`src/design/lkvc_pkg.sv`:
```
package lkvc_pkg;

	// Widths fixed by the item fields and the register map.
	localparam int DATA_W = 32;
	localparam int CAP_W = 5;
	localparam int PADDR_W = 3;

	// Default geometry of the store.
	localparam int ENTRIES_DEF = 16;
	localparam int KEY_BITS_DEF = 32;

	// Capacity register reset value and register index.
	localparam logic [CAP_W-1:0] CAP_RESET = 5'd16;
	localparam logic REG_CAPACITY = 1'b0;

	// Value returned by a get that misses.
	localparam logic [DATA_W-1:0] MISS_VALUE = '1;

	typedef enum logic {
		OP_GET = 1'b0,
		OP_PUT = 1'b1
	} opcode_t;

	// One result beat.
	typedef struct packed {
		logic              hit;
		logic [DATA_W-1:0] read_value;
		logic              evicted;
		logic [DATA_W-1:0] evicted_key;
	} result_t;

endpackage

```
`src/design/lkvc_store.sv`:
```
module lkvc_store
	import lkvc_pkg::*;
#(
	parameter int ENTRIES = ENTRIES_DEF,
	parameter int KEY_BITS = KEY_BITS_DEF
) (
	input  logic              clk,
	input  logic              arst_n,
	input  logic              fire,
	input  opcode_t           opcode,
	input  logic [DATA_W-1:0] key,
	input  logic [DATA_W-1:0] value,
	input  logic [CAP_W-1:0]  capacity,
	output result_t           result
);

	localparam int KEY_W = (KEY_BITS < DATA_W) ? KEY_BITS : DATA_W;
	localparam int RANK_W = (ENTRIES > 1) ? $clog2(ENTRIES) : 1;
	localparam int OCC_W = $clog2(ENTRIES + 1);
	localparam int CMP_W = (OCC_W > CAP_W) ? OCC_W : CAP_W;

	logic [ENTRIES-1:0] valid_q;
	logic [KEY_W-1:0]   key_q   [ENTRIES];
	logic [DATA_W-1:0]  value_q [ENTRIES];
	logic [RANK_W-1:0]  rank_q  [ENTRIES];
	logic [OCC_W-1:0]   occ_q;

	logic [KEY_W-1:0]   key_m;
	logic [ENTRIES-1:0] match;
	logic [ENTRIES-1:0] victim;
	logic [ENTRIES-1:0] victim_oh;
	logic [ENTRIES-1:0] kept;
	logic [ENTRIES-1:0] free_oh;
	logic [ENTRIES-1:0] valid_d;
	logic [RANK_W-1:0]  rank_d  [ENTRIES];
	logic [OCC_W-1:0]   occ_d;
	logic [OCC_W-1:0]   occ_m1;
	logic [RANK_W-1:0]  last_rank;
	logic [DATA_W-1:0]  hit_value;
	logic [RANK_W-1:0]  hit_rank;
	logic [KEY_W-1:0]   evict_key;
	logic [CMP_W-1:0]   cap_ext;
	logic [CMP_W-1:0]   eff_cap;
	logic               hit;
	logic               full;
	logic               do_evict;
	logic               insert;

	// Effective capacity: zero counts as one, large values saturate.
	always_comb begin
		cap_ext = CMP_W'(capacity);
		if (capacity == '0) begin
			eff_cap = CMP_W'(1);
		end else if (cap_ext > CMP_W'(ENTRIES)) begin
			eff_cap = CMP_W'(ENTRIES);
		end else begin
			eff_cap = cap_ext;
		end
		full = CMP_W'(occ_q) >= eff_cap;
	end

	// Parallel key compare and selection of the hit line and the victim.
	// Ranks of valid lines form a permutation, so the victim is the line
	// holding the highest rank in use.
	always_comb begin
		key_m = key[KEY_W-1:0];
		occ_m1 = occ_q - OCC_W'(1);
		last_rank = occ_m1[RANK_W-1:0];
		hit_value = '0;
		hit_rank = '0;
		for (int i = 0; i < ENTRIES; i++) begin
			match[i] = valid_q[i] && (key_q[i] == key_m);
			victim[i] = valid_q[i] && (rank_q[i] == last_rank);
			hit_value = hit_value | (value_q[i] & {DATA_W{match[i]}});
			hit_rank = hit_rank | (rank_q[i] & {RANK_W{match[i]}});
		end
		hit = |match;
		insert = (opcode == OP_PUT) && !hit;
		do_evict = insert && full;
		victim_oh = do_evict ? victim : '0;
		evict_key = '0;
		for (int i = 0; i < ENTRIES; i++) begin
			evict_key = evict_key | (key_q[i] & {KEY_W{victim_oh[i]}});
		end
		kept = valid_q & ~victim_oh;
		// Lowest free line after the eviction.
		free_oh = ~kept & (kept + ENTRIES'(1));
	end

	// Result of the operation.
	always_comb begin
		result.hit = hit;
		if (opcode == OP_GET) begin
			result.read_value = hit ? hit_value : MISS_VALUE;
		end else begin
			result.read_value = '0;
		end
		result.evicted = do_evict;
		result.evicted_key = DATA_W'(evict_key);
	end

	// Next valid marks, ranks and occupancy.
	always_comb begin
		valid_d = valid_q;
		occ_d = occ_q;
		for (int i = 0; i < ENTRIES; i++) begin
			rank_d[i] = rank_q[i];
		end
		if (hit) begin
			for (int i = 0; i < ENTRIES; i++) begin
				if (match[i]) begin
					rank_d[i] = '0;
				end else if (valid_q[i] && (rank_q[i] < hit_rank)) begin
					rank_d[i] = rank_q[i] + RANK_W'(1);
				end
			end
		end else if (insert) begin
			valid_d = kept | free_oh;
			occ_d = occ_q - OCC_W'(do_evict) + OCC_W'(1);
			for (int i = 0; i < ENTRIES; i++) begin
				if (free_oh[i]) begin
					rank_d[i] = '0;
				end else if (kept[i]) begin
					rank_d[i] = rank_q[i] + RANK_W'(1);
				end
			end
		end
	end

	// Control state: valid marks and occupancy are cleared at reset.
	always_ff @(posedge clk or negedge arst_n) begin
		if (!arst_n) begin
			valid_q <= '0;
			occ_q <= '0;
		end else if (fire) begin
			valid_q <= valid_d;
			occ_q <= occ_d;
		end
	end

	// Line contents carry no reset.
	always_ff @(posedge clk) begin
		if (fire) begin
			for (int i = 0; i < ENTRIES; i++) begin
				rank_q[i] <= rank_d[i];
				if (insert && free_oh[i]) begin
					key_q[i] <= key_m;
					value_q[i] <= value;
				end else if (hit && (opcode == OP_PUT) && match[i]) begin
					value_q[i] <= value;
				end
			end
		end
	end

endmodule

```
`src/design/lru_key_value_cache_unit.sv`:
```
// Channel   Handshake            Beat contents
// request   req_valid/req_ready  opcode, key, value
// response  rsp_valid/rsp_ready  hit, read_value, evicted, evicted_key
// config    APB write/read       capacity at byte address 0
//
// One item is taken every cycle while the response side does not stall; it passes
// through the input register and its result is offered from the result register.
// The whole lookup, eviction and rank update runs in the cycle the item leaves
// the input register, so the next item already sees the updated store.
// Reset empties the store and sets capacity to 16.
// A stall on the response side holds the result register, then the input
// register, and req_ready drops only when both are held.
module lru_key_value_cache_unit
	import lkvc_pkg::*;
#(
	parameter int ENTRIES = ENTRIES_DEF,
	parameter int KEY_BITS = KEY_BITS_DEF
) (
	input  logic               clk,
	input  logic               arst_n,
	input  logic               psel,
	input  logic               penable,
	input  logic               pwrite,
	input  logic [PADDR_W-1:0] paddr,
	input  logic [DATA_W-1:0]  pwdata,
	output logic [DATA_W-1:0]  prdata,
	output logic               pready,
	input  logic               req_valid,
	output logic               req_ready,
	input  logic               opcode,
	input  logic [DATA_W-1:0]  key,
	input  logic [DATA_W-1:0]  value,
	output logic               rsp_valid,
	input  logic               rsp_ready,
	output logic               hit,
	output logic [DATA_W-1:0]  read_value,
	output logic               evicted,
	output logic [DATA_W-1:0]  evicted_key
);

	logic [CAP_W-1:0]  capacity_q;
	logic              valid_s1;
	opcode_t           opcode_s1;
	logic [DATA_W-1:0] key_s1;
	logic [DATA_W-1:0] value_s1;
	logic              valid_s2;
	result_t           result_s2;
	result_t           result;
	logic              fire;
	logic              cap_write;

	// Configuration port: single capacity register.
	assign pready = 1'b1;
	assign cap_write = psel && penable && pwrite && (paddr[2] == REG_CAPACITY);
	assign prdata = (paddr[2] == REG_CAPACITY) ? DATA_W'(capacity_q) : '0;

	always_ff @(posedge clk or negedge arst_n) begin
		if (!arst_n) begin
			capacity_q <= CAP_RESET;
		end else if (cap_write) begin
			capacity_q <= pwdata[CAP_W-1:0];
		end
	end

	// The input register advances when the result register is empty or being drained.
	assign fire = valid_s1 && (!valid_s2 || rsp_ready);
	assign req_ready = !valid_s1 || fire;

	always_ff @(posedge clk or negedge arst_n) begin
		if (!arst_n) begin
			valid_s1 <= 1'b0;
		end else if (req_ready) begin
			valid_s1 <= req_valid;
		end
	end

	always_ff @(posedge clk) begin
		if (req_valid && req_ready) begin
			opcode_s1 <= opcode_t'(opcode);
			key_s1 <= key;
			value_s1 <= value;
		end
	end

	lkvc_store #(
		.ENTRIES (ENTRIES),
		.KEY_BITS(KEY_BITS)
	) u_store (
		.clk     (clk),
		.arst_n  (arst_n),
		.fire    (fire),
		.opcode  (opcode_s1),
		.key     (key_s1),
		.value   (value_s1),
		.capacity(capacity_q),
		.result  (result)
	);

	// Result register.
	always_ff @(posedge clk or negedge arst_n) begin
		if (!arst_n) begin
			valid_s2 <= 1'b0;
		end else if (fire) begin
			valid_s2 <= 1'b1;
		end else if (rsp_ready) begin
			valid_s2 <= 1'b0;
		end
	end

	always_ff @(posedge clk) begin
		if (fire) begin
			result_s2 <= result;
		end
	end

	assign rsp_valid = valid_s2;
	assign hit = result_s2.hit;
	assign read_value = result_s2.read_value;
	assign evicted = result_s2.evicted;
	assign evicted_key = result_s2.evicted_key;

	// A beat entering a full input register must see that register drain.
	a_in_drain: assert property (@(posedge clk) disable iff (!arst_n)
		(req_valid && req_ready && valid_s1) |-> fire)
		else $error("request beat taken over a held input register");

	// A hit never evicts.
	a_hit_no_evict: assert property (@(posedge clk) disable iff (!arst_n)
		valid_s2 |-> !(result_s2.hit && result_s2.evicted))
		else $error("eviction reported on a hit");

	// The evicted key reads zero unless a line was evicted.
	a_evict_key_zero: assert property (@(posedge clk) disable iff (!arst_n)
		(valid_s2 && !result_s2.evicted) |-> (result_s2.evicted_key == '0))
		else $error("evicted key set without eviction");

	// A stalled result stays in the result register.
	a_rsp_hold: assert property (@(posedge clk) disable iff (!arst_n)
		(valid_s2 && !rsp_ready) |=> (valid_s2 && $stable(result_s2)))
		else $error("stalled result changed");

endmodule

```
`config.mk`:
```
export PLATFORM = sky130hd
export DESIGN_NAME = lru_key_value_cache_unit
export DESIGN_NICKNAME = d
export VERILOG_FILES = /design/src/design/lkvc_pkg.sv /design/src/design/lkvc_store.sv /design/src/design/lru_key_value_cache_unit.sv
export SDC_FILE = /design/constraint.sdc
export NUM_CORES = 2
export LEC_CHECK = 0
export BUFFER_PORTS_ARGS = -buffer_cell sky130_fd_sc_hd__buf_2
export CAP_MARGIN = 10
export CORE_MARGIN = 3
export CORE_UTILIZATION = 62
export CTS_CLUSTER_DIAMETER = 30
export DETAILED_ROUTE_END_ITERATION = 8
export MAX_ROUTING_LAYER = met4
export PLACE_DENSITY = 0.8
export SYNTH_ARGS = -nofsm -noshare
export SYNTH_HDL_FRONTEND = slang
export SYNTH_SLANG_ARGS = --single-unit
```
`constraint.sdc`:
```
create_clock -name clk -period 13 [get_ports clk]
set_clock_uncertainty 0.15 [all_clocks]
set_input_delay 2.6 -clock clk [delete_from_list [all_inputs] [get_ports clk]]
set_output_delay 2.6 -clock clk [all_outputs]
set_load 0.02 [all_outputs]
```
# After elaboration in Yosys (flattened, before gate mapping)
# Memories as Yosys holds them, arrays and structs flattened.
# Cells that the tools add are included.
# Widths: inputs -> output; s select.
dict set report totals {
  wordCells 561
  input_bits 107
  output_inout_bits 101
  ram_bits 1088
  register_bits 159
  memories 3
}
# memory depth word_bits read_ports rd_ports_with_merged_regs wr line_no
set memory_table {}
lappend memory_table {u_store.key_q 16 32 16 0 1 lkvc_store.sv:23} ;# logic [KEY_W-1:0] key_q [ENTRIES];
lappend memory_table {u_store.value_q 16 32 16 0 16 lkvc_store.sv:24} ;# logic [DATA_W-1:0] value_q [ENTRIES];
lappend memory_table {u_store.rank_q 16 4 16 0 16 lkvc_store.sv:25} ;# logic [RANK_W-1:0] rank_q [ENTRIES];
dict set report op_classes {
  add_sub_neg 20
  eq_ne 32
  n_mux 248
  bitwise 116
  n_lt_le_gt_ge 18
  n_reduce_logical 112
}
# op n
set op_table {}
lappend op_table {{$and 32x32->32} 32}
lappend op_table {{$mux 32} 32}
lappend op_table {{$or 32x32->32} 30}
lappend op_table {{$eq 32x32->1} 16}
lappend op_table {{$reduce_or 32->1} 15}
lappend op_table {{$mux 4} 79}
lappend op_table {{$mux 1} 131}
lappend op_table {{$mux 64} 2}
lappend op_table {{$logic_and 1x1->1} 88}
lappend op_table {{$add 4x1->4 const B} 16}
lappend op_table {{$and 4x4->4} 16}
lappend op_table {{$eq 4x4->1} 16}
lappend op_table {{$lt 4x4->1} 16}
lappend op_table {{$or 4x4->4} 15}
lappend op_table {{$and 16x16->16} 2}
lappend op_table {{$not 16->16} 2}
lappend op_table {{$add 16x1->16 const B} 1}
lappend op_table {{$mux 16} 1}
lappend op_table {{$or 1x1->1} 16}
lappend op_table {{$or 16x16->16} 1}
lappend op_table {{$reduce_or 16->1} 1}
lappend op_table {{$mux 5} 3}
lappend op_table {{$add 5x1->5 const B} 1}
lappend op_table {{$ge 5x5->1} 1}
lappend op_table {{9 further kinds} 13}

# Longest topological paths before layout
# An unclocked memory read counts as a cell.
dict set report logic_depth {
  ltp_word 32
  depth_mapped 19
  ltp_nobuf 18
}

# Hierarchy
# Synthesis repeated with hierarchy kept, for this count alone.
dict set report hier_totals {
  hier_cells 4161
  hier_area_um2 57496.4
}
# module instances area_per_inst_um2 cells_per_inst seq_area_each_um2
set by_module_without_submodules {}
lappend by_module_without_submodules {lkvc_store 1 53005.8 3976 33196.8}
lappend by_module_without_submodules {lru_key_value_cache_unit 1 4490.6 185 4110.2}

# Worst setup path after synthesis
# OpenSTA, ideal clock, no wires.
dict set report synth_timing {
  kind {register to register}
  from {reg u_store.occ_q[0]}
  to {mem u_store.key_q[0][192] in the netlist's numbering, enable pin}
  required_time_ns 12.256
  n_path_buf 2
  path_stages_with_launch 15
  setup_ns 0.594
  synth_period_minus_slack_ns 9.354
  t_arrival_ns 8.609
  path_slack_ns 3.646
  cell_sequence {dfrtp_1 > clkbuf_1 > clkbuf_1 > inv_1 > ha_1 > nand2b_1 > a21o_1 > a21o_1 > a21o_1 > a21o_1 > nand3_4 > o31ai_1 > nor4_1 > nand2_1 > a2111oi_0}
}
dict set report synth_via {
  elab_chain_cells 28
  word_cells_on_any_way 150
  classes_between {add/sub: 2; order compare: 1; eq/ne: 16; mux: 79; bitwise: 4; reduce/logical: 48}
}
# item line_no
set synth_rtl {}
lappend synth_rtl {{from (decl)} lkvc_store.sv:26} ;# logic [OCC_W-1:0] occ_q;
lappend synth_rtl {{from (signal assigned)} lkvc_store.sv:134} ;# occ_q <= '0;
lappend synth_rtl {{from (signal assigned)} lkvc_store.sv:137} ;# occ_q <= occ_d;
lappend synth_rtl {{$sub 4x1->4} lkvc_store.sv:67} ;# occ_m1 = occ_q - OCC_W'(1);
lappend synth_rtl {{$eq 4x4->1} lkvc_store.sv:73} ;# victim[i] = valid_q[i] && (rank_q[i] == last_rank);
lappend synth_rtl {{$logic_and 1x1->1} lkvc_store.sv:73}
lappend synth_rtl {{$mux 16 (*)} lkvc_store.sv:80} ;# victim_oh = do_evict ? victim : '0;
lappend synth_rtl {{$not 16->16 (*)} lkvc_store.sv:85} ;# kept = valid_q & ~victim_oh;
lappend synth_rtl {{$and 16x16->16 (*)} lkvc_store.sv:85}
lappend synth_rtl {{$add 16x1->16 or $not 16->16 (tied branches)} lkvc_store.sv:87} ;# free_oh = ~kept & (kept + ENTRIES'(1));
lappend synth_rtl {{$and 16x16->16 (*)} lkvc_store.sv:87}
lappend synth_rtl {{$logic_and 1x1->1} lkvc_store.sv:146} ;# if (insert && free_oh[i]) begin
lappend synth_rtl {{$mux 1} lkvc_store.sv:146}
lappend synth_rtl {{$mux 1} lkvc_store.sv:143} ;# if (fire) begin
lappend synth_rtl {{$mux 1 (not written as such)} lkvc_store.sv:147} ;# key_q[i] <= key_m;
lappend synth_rtl {{$reduce_or 32->1 (no line)} --}
lappend synth_rtl {{$mux 4 (no line) or $mux 1 (tied branches) (15 in series)} --}
lappend synth_rtl {{to (decl)} lkvc_store.sv:23}
# Mark *: on every way between the ends. The rest lies on a longest branch, timed or not.

==> impl_metrics.env <==
export IMPL_status="complete, but fails checks"
export IMPL_violations="capacitance limit, slew limit"
export IMPL_ys_seq_area_frac=0.673
export IMPL_placed_cell_area_mm2=0.0577
export IMPL_cts_setup_buffers=0
export IMPL_switching_share=0.284
export IMPL_synthToLayoutAreaGrowth_pct=17.8
export IMPL_cts_htree_levels=4
export IMPL_dp_hpwl_mm=140
export IMPL_clkSlewWorstSetupHoldPaths_ns=0.05
export IMPL_timing_final_crit_share=0.598
export IMPL_worst_slew_margin_rel=-0.00933
export IMPL_num_vias=41099
export IMPL_p_switching_mw=3.50
export IMPL_clockPowerShare=0.475
export IMPL_pin_count=208
export IMPL_crit_chain="buf_4 > xnor2_1 > nand4_1 > nor3_1 > and3_2 > buf_4 > nor4_2 > nand3_4 > o31ai_1 > or4_4 > or3_1 > nor3_4 > buf_4 > a21o_2 > buf_4"
export IMPL_crit_top_cell="buf_4"
export IMPL_netlist_area_leader_share=0.660
export IMPL_grt_usage=0.495
export IMPL_cp_slowest_cell="xnor2_1"
export IMPL_syn_inst=3811
export IMPL_power_frac_seq=0.394
export IMPL_grt_max_degree=54
export IMPL_die_w_um=305
export IMPL_reg2regPathDepth=15
export IMPL_post_cts_resized=0
export IMPL_p_int_mw=8.84
export IMPL_ys_warn_count=0
export IMPL_routed_wl_mm=225
export IMPL_dieArea_mm2=0.0930
export IMPL_worstSetupStartpointType="flip-flop"
export IMPL_avgSynthCellArea_um2=14.5
export IMPL_crit_path_max_incr_delay_ns=1.17
export IMPL_yosys_most_used_dff="edfxtp_1"
export IMPL_fin_nets=4236
export IMPL_whs_endpoint="u_store.occ_q[4]"
export IMPL_p_comb_frac=0.131
export IMPL_fin_crit_ns=7.78
export IMPL_synth_area_mm2=0.0554
export IMPL_synth_edf_count=1219
export IMPL_start_util=0.626
export IMPL_crit_buf_inv=4
export IMPL_regArea_mm2=0.0373
export IMPL_whs_path_depth=1
export IMPL_antenna_left=0
export IMPL_worst_pin_slew_ns=1.51
export IMPL_io_buffers=150
export IMPL_rsz0062_at_grt="false"
export IMPL_worstPathRequired_ns=13.28
export IMPL_setup_viol=0
export IMPL_overflow=0
export IMPL_clk_latency_ns=0.83
export IMPL_avgViaCountPerCell=7.53
export IMPL_drive_gt1_frac=0.174
export IMPL_design_area_mm2=0.0653
export IMPL_clockBufferDepth=3
export IMPL_r2r_setup_slack_ns=5.22
export IMPL_first_pass_iters=7
export IMPL_cts_buffers=215
export IMPL_crit_family="simple AND/OR/NAND/NOR gates"
export IMPL_num_rows=109
export IMPL_hold_viol=0
export IMPL_hold_class="reg2reg"
export IMPL_synth_top_area_cell="edfxtp_1"
export IMPL_root_buffer="clkbuf_16"
export IMPL_ys_types=72
export IMPL_coreArea_mm2=0.0885
export IMPL_min_from="u_store.occ_q[4]"
export IMPL_ir_drop_mv=0.183
export IMPL_nFillCells=5268
export IMPL_cts_tree="yes"
export IMPL_tns_ns=0
export IMPL_die_y_um=305
export IMPL_r2r_end="u_store.value_q[1][157]"
export IMPL_maxCapViolCount=2
export IMPL_antenna_found_initial=14
export IMPL_path_max_fanout=42
export IMPL_p_leak_nw=21.4
export IMPL_synth_common_cells="edfxtp_1, xnor2_1, a22oi_1"
export IMPL_max_freq_ghz=0.129
export IMPL_synth_most_common_cell="edfxtp_1"
export IMPL_drcViolationCount=0
export IMPL_finalWeightedCongestion=1.09
export IMPL_multi_input_area_mm2=0.0170
export IMPL_cts_hold_buf=0
export IMPL_synthTopCellsByArea="edfxtp_1, xnor2_1, a22oi_1"
export IMPL_async_reset_ff_frac=0.0225
export IMPL_synth_seq_cells=1247
export IMPL_clock_sinks=1247
export IMPL_timing_rr_start="key_s1[3]"
export IMPL_wl_per_cell_um=41.1
export IMPL_power_density_mw_per_mm2=189
export IMPL_end_kind="flip-flop"
export IMPL_grt_pass1_vias=38141
export IMPL_maxSlewViolCount=6
export IMPL_critPathArrivalTime_ns=8.06
export IMPL_drtIter0Drc=9447
export IMPL_timing_worst_setup_path_type="reg2reg"
export IMPL_grt_pass1_wl_mm=307
registers in the layout, indices dropped and copies added (netlist names), 16 cells and up:
| signal | count |
|---|---|
| key_s1 | 32 |
| u_store.key_q | 512 |
| evicted_key | 32 |
| u_store.valid_q | 16 |
| read_value | 32 |
| u_store.value_q | 512 |
| value_s1 | 32 |
| u_store.rank_q | 64 |
worst reg2reg max path: cells and delay by family (launching register included):
kind	cells	cell delay, ns
buffers and inverters	4	2.07
flip-flops	1	0.35
XOR/XNOR	1	1.19
AND/OR/NAND/NOR	8	3.10
AO/OA/AOI/OAI	2	0.48
per-layer routing:
metal | vias to the layer above | GRT usage | wire (um)
li1 | 15617 | - | -
met1 | 20121 | 0.648 | 76800
met2 | 4593 | 0.672 | 92900
met3 | 768 | 0.221 | 42600
met4 | 0 | 0.205 | 12300
met5 | - | - | 0
worst max-delay path by stage:
stage                                 from                 endpoint  slack, ns  cells past startpoint
final                            key_s1[3]  u_store.value_q[1][157]       5.22                     15
after global placement           key_s1[3]  u_store.value_q[1][146]       5.73                     15
after detailed placement         key_s1[3]  u_store.value_q[1][146]       5.70                     15
after CTS                       key_s1[26]  u_store.value_q[1][157]       5.67                     15
after global routing             key_s1[3]  u_store.value_q[1][138]       5.39                     15
after floorplan           u_store.occ_q[0]    u_store.key_q[0][192]       3.65                     14
cell families (layout without fill, tap and decap cells):
kind of cell,count (synthesis),in the layout,share of synthesized area
flip-flops,1247,1247,0.673
AO/OA/AOI/OAI,680,680,0.0945
XOR/XNOR,603,603,0.0956
AND/OR/NAND/NOR,900,900,0.0925
multiplexers,5,5,0.00102
other,2,46,0.000136
adder cells (fa/ha/maj),76,76,0.0157
buffers and inverters,298,736,0.0275
layout make-up:
type                       instances  area share
sequential                      1247       0.571
multi-input combinational       2292       0.261
clock buffer                     234      0.0845
clock inverter                   173      0.0314
timing repair buffer             271      0.0254
tap                             1165      0.0223
inverter                          58     0.00337
antenna                           18    0.000690
metrics by stage:
step	util	std cells	power, mW	setup WS (ns)	hold WS, ns
final	0.738	5458	12.3	5.22	0.353
after CTS	0.737	5439	12.2	5.67	0.349
after global placement	0.651	5032	6.41	5.73	0.340
after global routing	0.737	5454	12.6	5.39	0.362
after floorplan	-	3837	5.78	3.65	0.299
after detailed placement	0.651	5032	6.44	5.70	0.331
cell usage in the layout (no fill, tap or decap), types with 18 or more instances in the layout:
| master | Yosys | layout |
|---|---|---|
| a222oi_1 | 24 | 24 |
| clkinv_4 | 0 | 22 |
| inv_1 | 58 | 57 |
| and4_1 | 22 | 18 |
| dfrtp_1 | 27 | 27 |
| xor2_1 | 198 | 197 |
| buf_2 | 52 | 151 |
| buf_4 | 61 | 120 |
| bufinv_16 | 0 | 29 |
| o21ai_0 | 27 | 26 |
| a22oi_1 | 344 | 344 |
| a22o_1 | 79 | 79 |
| nand2b_1 | 41 | 41 |
| nor4_1 | 79 | 77 |
| a221oi_1 | 74 | 74 |
| nand4_1 | 215 | 215 |
| nand2_1 | 117 | 116 |
| clkbuf_16 | 0 | 218 |
| nor2b_1 | 24 | 24 |
| conb_1 | 2 | 28 |
| ha_1 | 44 | 44 |
| maj3_1 | 32 | 32 |
| diode_2 | 0 | 18 |
| clkinv_1 | 0 | 22 |
| edfxtp_1 | 1219 | 1219 |
| nor2_1 | 153 | 143 |
| clkinvlp_4 | 0 | 31 |
| nand3_1 | 83 | 83 |
| inv_6 | 0 | 29 |
| nor3_1 | 53 | 39 |
| a21oi_1 | 46 | 45 |
| clkinv_2 | 0 | 28 |
| xnor2_1 | 403 | 402 |
power groups by stage:
stage               clock (mW)  sequential (mW)  combinational [mW]
finish                    5.86             4.87                1.61
global route              6.03             4.87                1.65
CTS                       5.84             4.86                1.53
detailed placement           0             4.92                1.51
global placement             0             4.91                1.49
floorplan                    0             4.92               0.862
Power figures use the tool's default switching activity.
